==> config.mk <==
export PLATFORM = sky130hd
export DESIGN_NAME = spsum_ctrl
export DESIGN_NICKNAME = d
export VERILOG_FILES = /design/src/rtl/core/spsum_pkg.sv /design/src/rtl/core/spsum_ctrl.sv
export SDC_FILE = /design/constraint.sdc
export NUM_CORES = 1
export LEC_CHECK = 0
export BUFFER_PORTS_ARGS = -buffer_cell sky130_fd_sc_hd__buf_2
export CORE_MARGIN = 1
export CORE_UTILIZATION = 49
export DETAILED_ROUTE_END_ITERATION = 10
export GPL_ROUTABILITY_DRIVEN = 0
export PLACE_DENSITY = 0.89
export SYNTH_ARGS = -nofsm -noshare
export SYNTH_HDL_FRONTEND = slang
export SYNTH_SLANG_ARGS = --single-unit
==> constraint.sdc <==
create_clock -name clock -period 4.1 [get_ports clock]
set_input_delay 0.205 -clock clock [delete_from_list [all_inputs] [get_ports clock]]
set_output_delay 0.205 -clock clock [all_outputs]
set_load 0.01 [all_outputs]
==> src/rtl/core/spsum_pkg.sv <==
// Shared types, constants and arithmetic helpers of the spectral probability sum.
package spsum_pkg;

   // Operation codes carried by an input item
   typedef enum logic [1:0] {
      FUNC_EIGENVALUE = 2'd0,
      FUNC_VECTOR     = 2'd1,
      FUNC_INVERSE    = 2'd2,
      FUNC_QUERY      = 2'd3
   } func_type;

   // Register indexes of the configuration port
   typedef enum logic {
      CSR_STATE_COUNT = 1'b0,
      CSR_UNUSED      = 1'b1
   } csr_index_type;

   localparam int          MAX_STATES_DEFAULT = 64;
   localparam logic [6:0]  STATE_COUNT_RESET  = 7'd64;

   // Fixed-point constants of the exponential
   localparam logic [30:0] LOG2E_Q30 = 31'd1549082005;
   localparam logic [31:0] LN2_Q32   = 32'd2977044472;
   localparam logic [32:0] ONE_Q32   = 33'h1_0000_0000;

   // Commands from the controller to the datapath
   typedef struct packed {
      logic write;   // store the item's value
      logic load;    // latch query operands, clear the accumulator
      logic zero;    // answer the query with zero
      logic issue;   // read one eigenpair and start its term
      logic last;    // the issued eigenpair closes the sum
   } ctrl_cmd_type;

   // Status from the datapath to the controller
   typedef struct packed {
      logic done;    // last term accumulated, result goes out
   } dp_status_type;

   // Magnitude of a two's complement word
   function automatic logic [31:0] mag32(input logic [31:0] v);
      mag32 = v[31] ? (~v + 32'd1) : v;
   endfunction

   // 2^(q/4) in Q.30
   function automatic logic [30:0] quarter_pow(input logic [1:0] q);
      case (q)
         2'd0:    quarter_pow = 31'd1073741824;
         2'd1:    quarter_pow = 31'd1276901417;
         2'd2:    quarter_pow = 31'd1518500250;
         default: quarter_pow = 31'd1805811301;
      endcase
   endfunction

   // ceil(2^34 / k): exact quotient for dividends below 2^31 after >> 34
   function automatic logic [34:0] recip(input logic [2:0] k);
      case (k)
         3'd1:    recip = 35'd17179869184;
         3'd2:    recip = 35'd8589934592;
         3'd3:    recip = 35'd5726623062;
         3'd4:    recip = 35'd4294967296;
         3'd5:    recip = 35'd3435973837;
         3'd6:    recip = 35'd2863311531;
         3'd7:    recip = 35'd2454267027;
         default: recip = 35'd0;
      endcase
   endfunction

endpackage

==> src/rtl/core/spsum_ctrl.sv <==
// Controller: takes items, issues one eigenpair per cycle, waits for the sum.
module spsum_ctrl import spsum_pkg::*; #(
   parameter int MAX_STATES = MAX_STATES_DEFAULT
) (
   input  logic                          clock,
   input  logic                          reset,
   input  logic                          start,
   input  logic [1:0]                    req_func,
   input  logic [5:0]                    req_row_index,
   input  logic [5:0]                    req_col_index,
   input  logic [6:0]                    state_count,
   input  dp_status_type                 status,
   output logic                          busy,
   output ctrl_cmd_type                  cmd,
   output logic [$clog2(MAX_STATES)-1:0] idx
);

   localparam int AW = $clog2(MAX_STATES);
   localparam int CW = $clog2(MAX_STATES + 1);

   typedef enum logic [1:0] {
      ST_IDLE,
      ST_ISSUE,
      ST_DRAIN
   } state_type;

   state_type     state_ff;
   logic [AW-1:0] idx_ff;
   logic [CW-1:0] cnt_ff, cnt_clip;
   logic          query_ok, is_query;

   // Decode the item and clip the pair count
   always_comb begin
      is_query = func_type'(req_func) == FUNC_QUERY;
      query_ok = (32'(req_row_index) < 32'(MAX_STATES))
                 && (32'(req_col_index) < 32'(MAX_STATES))
                 && (state_count != 7'd0);
      cnt_clip = (32'(state_count) > 32'(MAX_STATES)) ? CW'(MAX_STATES)
                                                       : CW'(state_count);
      cmd.write = (state_ff == ST_IDLE) && start && !is_query;
      cmd.load  = (state_ff == ST_IDLE) && start && is_query;
      cmd.zero  = cmd.load && !query_ok;
      cmd.issue = state_ff == ST_ISSUE;
      cmd.last  = cmd.issue && ((CW'(idx_ff) + CW'(1)) == cnt_ff);
   end

   // Sequence a query
   always_ff @(posedge clock) begin
      if (reset) begin
         state_ff <= ST_IDLE;
         idx_ff   <= '0;
         cnt_ff   <= '0;
      end else begin
         unique case (state_ff)
            ST_IDLE: begin
               idx_ff <= '0;
               if (cmd.load && query_ok) begin
                  cnt_ff   <= cnt_clip;
                  state_ff <= ST_ISSUE;
               end
            end
            ST_ISSUE: begin
               idx_ff <= idx_ff + AW'(1);
               if (cmd.last) begin
                  state_ff <= ST_DRAIN;
               end
            end
            ST_DRAIN: begin
               if (status.done) begin
                  state_ff <= ST_IDLE;
               end
            end
            default: begin
               state_ff <= ST_IDLE;
            end
         endcase
      end
   end

   assign busy = state_ff != ST_IDLE;
   assign idx  = idx_ff;

endmodule
Word level (Yosys, flattened, before mapping) --
Cells that the tools add are included. Widths: inputs -> output; s select.
Cells by class: $add $sub $neg 2, magnitude comparators 1, eq/ne operators 7, muxes and demuxes 6, reduce and logical (&&, ||, !) cells 14
Operators by type and width (number):
- $pmux 6 s2 | 1
- $add 6x1->7 const B | 1
- $eq 7x7->1 | 1
- $gt 7x7->1 const B | 1
- $mux 7 | 1
- $reduce_bool 7->1 | 1
- $add 6x1->6 const B | 1
- $logic_and 1x1->1 | 6
- $mux 2 | 3
- $pmux 2 s3 | 1
- $eq 2x2->1 const B | 2
- $ne 2x2->1 const B | 2
- $reduce_bool 2->1 | 2
- $reduce_and 3->1 | 1
- $eq 2x1->1 const B | 1
- $logic_not 1->1 | 2
- $logic_not 2->1 | 1
- $ne 2x1->1 const B | 1
- $reduce_and 2->1 | 1
Storage, ports and cells: register bits 15, input port bits 25, output and inout port bits 12, logic and storage cells 33

Longest topological paths before layout --
Gate-level depths: netlist (run 1).
depth after elaboration 6, mapped depth 6, gate-level depth less buffers 6

Worst setup path before layout (run 1) --
Ideal clock, no wire load.
path type reg-to-reg, start reg idx_ff[0] (netlist: idx[0]), end reg state_ff[1], setup time 0.059 ns, data arrival time 1.764 ns, required time 4.041 ns, path slack 2.278 ns, stages on the path, launching flop included 6, buffers on the path 0, period minus slack after synthesis 1.822 ns, cell sequence dfxtp_1 > nand2_1 > o21a_1 > or4_4 > a211oi_2 > o21ba_1
RTL lines:
- start: declaration | RTL line spsum_ctrl.sv:28 | logic [AW-1:0] idx_ff;
- start signal: assignment | RTL line spsum_ctrl.sv:63 | idx_ff <= idx_ff + AW'(1);
- end signal: assignment | RTL line spsum_ctrl.sv:50 | state_ff <= ST_IDLE;
- end signal: assignment | RTL line spsum_ctrl.sv:59 | state_ff <= ST_ISSUE;
- end signal: assignment | RTL line spsum_ctrl.sv:65 | state_ff <= ST_DRAIN;
- end: declaration | RTL line spsum_ctrl.sv:27 | state_type state_ff;

==> summary.md, run 1 <==
| Metric | Value |
|---|---|
| P&R area growth vs syn | 18.5% |
| Status | finished, violations left |
| Post-route DRC | 5 |
| CP max stage cell | or4_4 |
| RSZ-0062 raised after global routing | no |
| Required @ worst endpoint | 3890 ps |
| Worst R2R End | state_ff[1]$_SDFFE_PP0P_ |
| NetSw | 75.1 uW |
| GRT Util Overall | 21.9% |
| Crit share post-route | 55.9% |
| Pin count of the biggest net entering global routing | 16 |
| Power per cell area | 277 nW/um^2 |
| Slowest stage delay, CP | 490 ps |
| Mapped Nets | 126 |
| Post-synth EDFFs | 0 |
| Worst r2r src | idx[0]$_SDFFE_PP0P_ |
| Critical Path Fanout Max | 7 |
| Initial core utilization | 53.9% |
| Clock Latency Late Sink | 290 ps |
| DIE AREA | 1890 um^2 |
| Initial antenna violation count | 0 |
| Vias in the first global route | 767 |
| Top-area cell type share of the netlist area | 35.7% |
| DR vias | 826 |
| R2R Setup Slk | 2270 ps |
| Reg clk slew, reported paths | 100 ps |
| Synth Flop Type | dfxtp_1 |
| Sw Share | 27.2% |
| DRT Pass-1 Iters | 7 |
| Slew HR | 66.1% |
| Syn Inst Count | 100 |
| Post-synthesis sequential area ratio | 35.7% |
| Max-cap viol count | 0 |
| Yosys reg bits | 15 |
| Setup skew after layout | 10.3 ps |
| Mapped Avg Cell Area | 8.41 um^2 |
| Final nets | 152 |
| Combinational Power Share | 12.6% |
| Ys Warns | 0 |
| Hold Path Depth | 3 |
| Ports | 37 |
| Startpoint types | register |
| Fin. Hold Viols | 0 |
| Yosys top cell by area | dfxtp_1 |
| Cell Int Power | 201 uW |
| Chip Width | 43.4 um |
| Fraction of layout cells with a size suffix above 1 | 28.0% |
| DRT iter0 DRCs | 17 |
| Fmax | 0.436 GHz |
| IR drop worst, VDD | 0.176 mV |
| Worst Setup End Kind | output port |
| Endpoints failing setup | 0 |
| Worst min path class | in2reg |
| Total power | 276 uW |
| Post-CTS Hold Buffers | 0 |
| Final instance area | 996 um^2 |
| Min-delay src | state_count[0] |
| Seq pwr share | 55.0% |
| Post-detail-place hpwl | 1420 um |
| Cell Rows | 14 |
| Clock power share | 32.4% |
| Fraction of registers with async set/reset | 0% |
| Clock buffer depth | 2 |
| TritonCTS buffer count | 3 |
| Setup Fix Bufs, Post-CTS | 0 |
| Failing checks | DRC |
| Top cells by area, synth | dfxtp_1 (36%), a21oi_1 (7.1%), xnor2_1 (6.2%), nand2_1 (5.8%), nand3b_1 (4.5%) |
| Clock sinks | 15 |
| WL/cell | 13.2 um |
| Netlist cell types | 34 |
| Cells after DPL | 137 |
| Global route overflow | 0 |
| Setup TNS | 0 ps |
| Number of max-slew violations in the final report | 0 |
| Crit path time final | 2290 ps |
| N_diodes | 0 |
| CTS tree | done |
| Post-cts repair resize count | 0 |
| Non-Filler Instances | 141 |
| Synthesized area | 841 um^2 |
| LEAKAGE | 0.434 nW |
| Port-buffer cells | 24 |
| First-pass GRT wire length | 3100 um |
| Cell breakdown of the critical path | nand2_1 > o21a_1 > or4_4 > a211oi_2 > buf_2 |
| Worst slew pin tran | 505 ps |
| Core area | 1560 um^2 |
| Htree depth | 1 |
| Final WL | 1860 um |
| Via/cell ratio | 5.86 |
| Critical path class | reg2out |
| Placed cell area | 968 um^2 |
| Root Buffer | clkbuf_4 |
| Critical Path AT | 2090 ps |
| Cells on worst reg2reg path | 5 |
| DRT antenna net count | 0 |
| Die H | 43.4 um |
| Worst Hold Path EP | cnt_ff[0]$_SDFFE_PP0P_ |
-- cells by family after synthesis --
logic type	synth area share [%]
buf+inv	1.93
simple gates	32.6
compound gates	18.9
fa+ha+maj	1.49
xor+xnor	9.38
flops	35.7
-- flip-flops by register name (all words and copies together) (netlist names) --
register / cells
cnt_ff: 7
state_ff: 2
idx: 6
-- worst max-delay path by stage --
stage,startpoint,endpoint,slack [ps],cells after the start
6_report,idx[0]$_SDFFE_PP0P_,cmd[0],1810,5
5_1_grt,idx[0]$_SDFFE_PP0P_,cmd[0],1700,5
4_1_cts,idx[0]$_SDFFE_PP0P_,cmd[0],1810,5
3_5_place_dp,idx[0]$_SDFFE_PP0P_,cmd[0],2150,5
3_3_place_gp,idx[0]$_SDFFE_PP0P_,cmd[0],2200,5
2_1_floorplan,idx[0]$_SDFFE_PP0P_,state_ff[1]$_SDFFE_PP0P_,2280,5
-- metal layers --
layer,wire length (um),vias to the layer above,GRT usage (%)
li1,-,414,-
met1,805,386,25.8
met2,946,21,37.9
met3,72,5,2.92
met4,36,0,12.5
met5,0,-,0
-- area by class of cell --
cell class | count | area, um^2
clock buffers | 3 | 22.5
clock inverters | 1 | 5.00
fillers | 136 | 563
inverters | 1 | 3.75
multi-input cells | 81 | 524
flip-flops and latches | 15 | 300
well taps | 16 | 20.0
repair buffers | 24 | 120
-- worst max-delay path, delay by kind of cell (launching register included) --
kind            cells  cell delay [ps]
simple gates        2              650
flops               1              470
buf+inv             1              170
compound gates      2              500
-- power by group through the flow --
stage               clock (mW)  sequential [mW]  combinational [mW]
detailed placement           0            0.155              0.0348
floorplan                    0            0.153              0.0228
finish                  0.0892            0.152              0.0349
global placement             0            0.155              0.0335
CTS                     0.0892            0.152              0.0350
global route            0.0961            0.152              0.0389
-- cells in the mapped netlist (2+ instances only) --
cell type / count
nor4_1: 2
nand3_1: 2
nand3b_1: 5
o21ai_0: 2
dfxtp_1: 15
a21oi_1: 12
nand2_1: 13
a21o_1: 2
nor2_1: 7
a22oi_1: 2
nor2b_1: 2
nand4b_1: 2
clkbuf_1: 2
nor3_1: 3
nand4_1: 2
o21a_1: 2
xor2_1: 3
xnor2_1: 6
-- through the flow --
stage | util [%] | hold slack (ps) | setup WS, ps
6_report | 63.9 | 190 | 1810
5_1_grt | 63.9 | 193 | 1700
4_1_cts | 63.9 | 196 | 1810
3_5_place_dp | 62.1 | 461 | 2150
3_3_place_gp | 62.1 | 459 | 2200
2_1_floorplan | - | 274 | 2280
-- placed cells by master, fill, tap and decap left out, drive strengths merged, types with 2 or more instances in the layout --
master,Yosys,routed
nand3,3,3
or4,2,2
o21ai,3,3
nand2,13,13
a21o,2,2
a21oi,12,12
clkbuf,2,3
nand4,2,2
o21a,2,2
nor4,2,2
dfxtp,15,15
nand3b,5,5
nand4b,2,2
xnor2,6,6
nor3,3,3
buf,1,24
nor2b,2,2
nor2,8,8
a22oi,2,2
xor2,3,3
Note: power is estimated with default switching activity, not from simulation.
==> inputs of run 2 (changes only) <==
- ABC_AREA: not set -> 1
- CORE_UTILIZATION: 49 -> 47
- PLACE_DENSITY: 0.89 -> 0.85
- clock period: 4.1 -> 2.2 ns (I/O delays scaled with it)
==> summary.md, run 2 <==
| Metric | Value |
|---|---|
| Status | finished, final reports clean (was finished, violations left) |
| CP max stage cell | dfxtp_1 (was or4_4) |
| Fmax | 0.510 GHz |
| TritonCTS buffer count | 3 (unchanged) |
| Hold Path Depth | 4 (was 3) |
| Clock buffer depth | 2 (unchanged) |
| Reg clk slew, reported paths | 90 ps (was 100 ps) |
| Yosys top cell by area | dfxtp_1 (unchanged) |
| Syn Inst Count | 138 (was 100) |
| Worst Hold Path EP | state_ff[1]$_SDFFE_PP0P_ (was cnt_ff[0]$_SDFFE_PP0P_) |
| Final nets | 191 (was 152) |
| Placed cell area | 1060 um^2 (was 968 um^2) |
| Slowest stage delay, CP | 440 ps (was 490 ps) |
| LEAKAGE | 0.489 nW (was 0.434 nW) |
| First-pass GRT wire length | 3060 um (was 3100 um) |
| Root Buffer | clkbuf_4 (unchanged) |
| Number of max-slew violations in the final report | 0 (unchanged) |
| Metal2 WL | 880 um (was 946 um) |
| Final instance area | 1090 um^2 (was 996 um^2) |
| Count leader, synth | nand2_1 (was dfxtp_1) |
| Post-CTS Hold Buffers | 0 (unchanged) |
| Required @ worst endpoint | 2090 ps (was 3890 ps) |
| Startpoint types | register (unchanged) |
| Post-synthesis sequential area ratio | 32.0% (was 35.7%) |
| Final WL | 1940 um (was 1860 um) |
| Min Hold Slack | 89.5 ps (was 190 ps) |
| Top-area cell type share of the netlist area | 32.0% (was 35.7%) |
| DRT Pass-1 Iters | 5 (was 7) |
| Fraction of registers with async set/reset | 0% (unchanged) |
| DIE AREA | 2180 um^2 (was 1890 um^2) |
| Clock sinks | 15 (unchanged) |
| Post-cts repair resize count | 0 (unchanged) |
| Mapped Nets | 164 (was 126) |
| Worst Setup End Kind | output port (unchanged) |
| Setup Fix Bufs, Post-CTS | 0 (unchanged) |
| Crit path time final | 1960 ps |
| Yosys reg bits | 15 (unchanged) |
| Reg with most FFs | cnt_ff (unchanged) |
| P&R area growth vs syn | 16.3% (was 18.5%) |
| Critical Path AT | 1850 ps (was 2090 ps) |
| Synthesized area | 937 um^2 (was 841 um^2) |
| IR drop worst, VDD | 0.292 mV (was 0.176 mV) |
| Setup ws final | 238 ps (was 1810 ps) |
| RSZ-0062 raised after global routing | no (unchanged) |
| Die H | 46.7 um (was 43.4 um) |
| Setup TNS | 0 ps (unchanged) |
| Synth Flop Type | dfxtp_1 (unchanged) |
| Via/cell ratio | 5.10 (was 5.86) |
| DR vias | 963 (was 826) |
| Critical path class | reg2out (unchanged) |
| Max-cap viol count | 0 (unchanged) |
| Max FFs per register | 7 (unchanged) |
| Initial core utilization | 52.0% (was 53.9%) |
| R2R Setup Slk | 620 ps (was 2270 ps) |
| Post-synth EDFFs | 0 (unchanged) |
| Endpoints failing setup | 0 (unchanged) |
| Most frequent cells in the layout | nand2_1 (38), buf_2 (24), inv_1 (17) (was buf_2 (24), dfxtp_1 (15), nand2_1 (13)) |
| Setup skew after layout | 1.42 ps (was 10.3 ps) |
| Most common cell after layout, fill and taps aside | nand2_1 (was buf_2) |
| Worst R2R End | state_ff[0]$_SDFFE_PP0P_ (was state_ff[1]$_SDFFE_PP0P_) |
| GRT Util Overall | 19.9% (was 21.9%) |
| Cell Rows | 15 (was 14) |
| Pre-CTS setup slack | 543 ps (was 2150 ps) |
| Crit share post-route | 89.2% |
| Worst r2r src | idx[0]$_SDFFE_PP0P_ (unchanged) |
| Top cells by area, synth | dfxtp_1 (32%), nand2_1 (15%), a21oi_1 (7.5%), nand3_1 (7.5%), inv_1 (6.8%) (was dfxtp_1 (36%), a21oi_1 (7.1%), xnor2_1 (6.2%), nand2_1 (5.8%), nand3b_1 (4.5%)) |
| Cells on worst reg2reg path | 10 (was 5) |
| Port-buffer cells | 24 (unchanged) |
| Ys Warns | 0 (unchanged) |
| Pin count of the biggest net entering global routing | 15 (was 16) |
| Mapped Avg Cell Area | 6.79 um^2 (was 8.41 um^2) |
| Seq. cell area | 300 um^2 (unchanged) |
| Vias in the first global route | 786 (was 767) |
| Met3 Wirelength | 119 um (was 72 um) |
| Top routing layer used | met4 (unchanged) |
| Worst slew pin tran | 518 ps (was 505 ps) |
| DRT iter0 DRCs | 14 (was 17) |
| Synth top cells by count | nand2_1 (38), inv_1 (17), dfxtp_1 (15), a21oi_1 (14), nand3_1 (14) (was dfxtp_1 (15), nand2_1 (13), a21oi_1 (12), nor2_1 (7), xnor2_1 (6)) |
| Core area | 1800 um^2 (was 1560 um^2) |
| N_diodes | 0 (unchanged) |
| Netlist cell types | 22 (was 34) |
| Most used cell, CP | nand3_2 |
| WL/cell | 10.3 um (was 13.2 um) |
| Initial antenna violation count | 0 (unchanged) |
| Multi-input logic area | 537 um^2 (was 524 um^2) |
| Clock Latency Late Sink | 280 ps (was 290 ps) |
| Power per cell area | 475 nW/um^2 (was 277 nW/um^2) |
| Fillers | 182 (was 136) |
| Post-route DRC | 0 (was 5) |
| Post-detail-place hpwl | 1510 um (was 1420 um) |
| Chip Width | 46.7 um (was 43.4 um) |
| Worst min path class | in2reg (unchanged) |
| Slew HR | 65.4% (was 66.1%) |
| Cell breakdown of the critical path | ha_1 > nand2_2 > inv_2 > nand2_1 > nand3b_1 > nand3_2 > nor2_2 > nand3_2 > inv_1 > buf_2 (was nand2_1 > o21a_1 > or4_4 > a211oi_2 > buf_2) |
| DRT antenna net count | 0 (unchanged) |
| Htree depth | 1 (unchanged) |
| Ports | 37 (unchanged) |
| Min-delay src | status (was state_count[0]) |
| M1 WL | 924 um (was 805 um) |
| Fin. Hold Viols | 0 (unchanged) |
| Global route overflow | 0 (unchanged) |
| Critical Path Fanout Max | 6 (was 7) |
| Fraction of layout cells with a size suffix above 1 | 26.2% (was 28.0%) |
| CTS tree | done (unchanged) |
-- run 2: changes by cell type after synthesis, sizes merged, moves of 6 or more --
cell	delta
nand2	+27
xnor2	-6
nor2	+9
nand3	+13
inv	+19
-- run 2: area by class of cell --
cell class              count  share of cell area, %
well taps                  25                   2.87
repair buffers             24                   11.0
clock buffers               4                   2.41
multi-input cells         101                   49.3
inverters                  20                   6.89
flip-flops and latches     15                   27.6
-- run 2: kinds of logic after synthesis --
family / share of synthesized area, %
simple gates: 43.5
buf+inv: 10.7
compound gates: 12.4
flops: 32.0
fa+ha+maj: 1.33
-- run 2: per-layer routing --
layer / vias up / track usage [%]
li1: 494 / -
met2: 38 / 33.6
met4: 0 / 6.86
met3: 4 / 4.71
met1: 427 / 24.5
met5: - / 0
-- run 2: worst max-delay path: cells and delay by family (launching register included) --
family	cells	cell delay, ps
fa+ha+maj	1	230
buf+inv	3	250
flops	1	440
simple gates	6	660
-- run 2: worst max path at each step --
stage | startpoint | to | slack (ps) | depth (start not counted)
after floorplan | idx[0]$_SDFFE_PP0P_ | cmd[0] | 730 | 9
after global placement | idx[0]$_SDFFE_PP0P_ | cmd[0] | 610 | 10
after detailed placement | idx[0]$_SDFFE_PP0P_ | cmd[0] | 540 | 10
after CTS | idx[0]$_SDFFE_PP0P_ | cmd[0] | 220 | 10
after global routing | idx[0]$_SDFFE_PP0P_ | cmd[0] | 100 | 10
final | idx[0]$_SDFFE_PP0P_ | cmd[0] | 240 | 10
-- run 2: stage by stage --
stage | std cells | utilization (%) | power, mW
finish | 189 | 60.5 | 0.518
global route | 189 | 60.5 | 0.547
CTS | 189 | 60.5 | 0.522
detailed placement | 185 | 59.0 | 0.367
global placement | 185 | 59.0 | 0.364
floorplan | 138 | - | 0.339
-- run 2: where the power goes --
part	switching, mW	internal (mW)
combinational	0.0449	0.0301
sequential	0.00733	0.278
clock	0.0867	0.0703
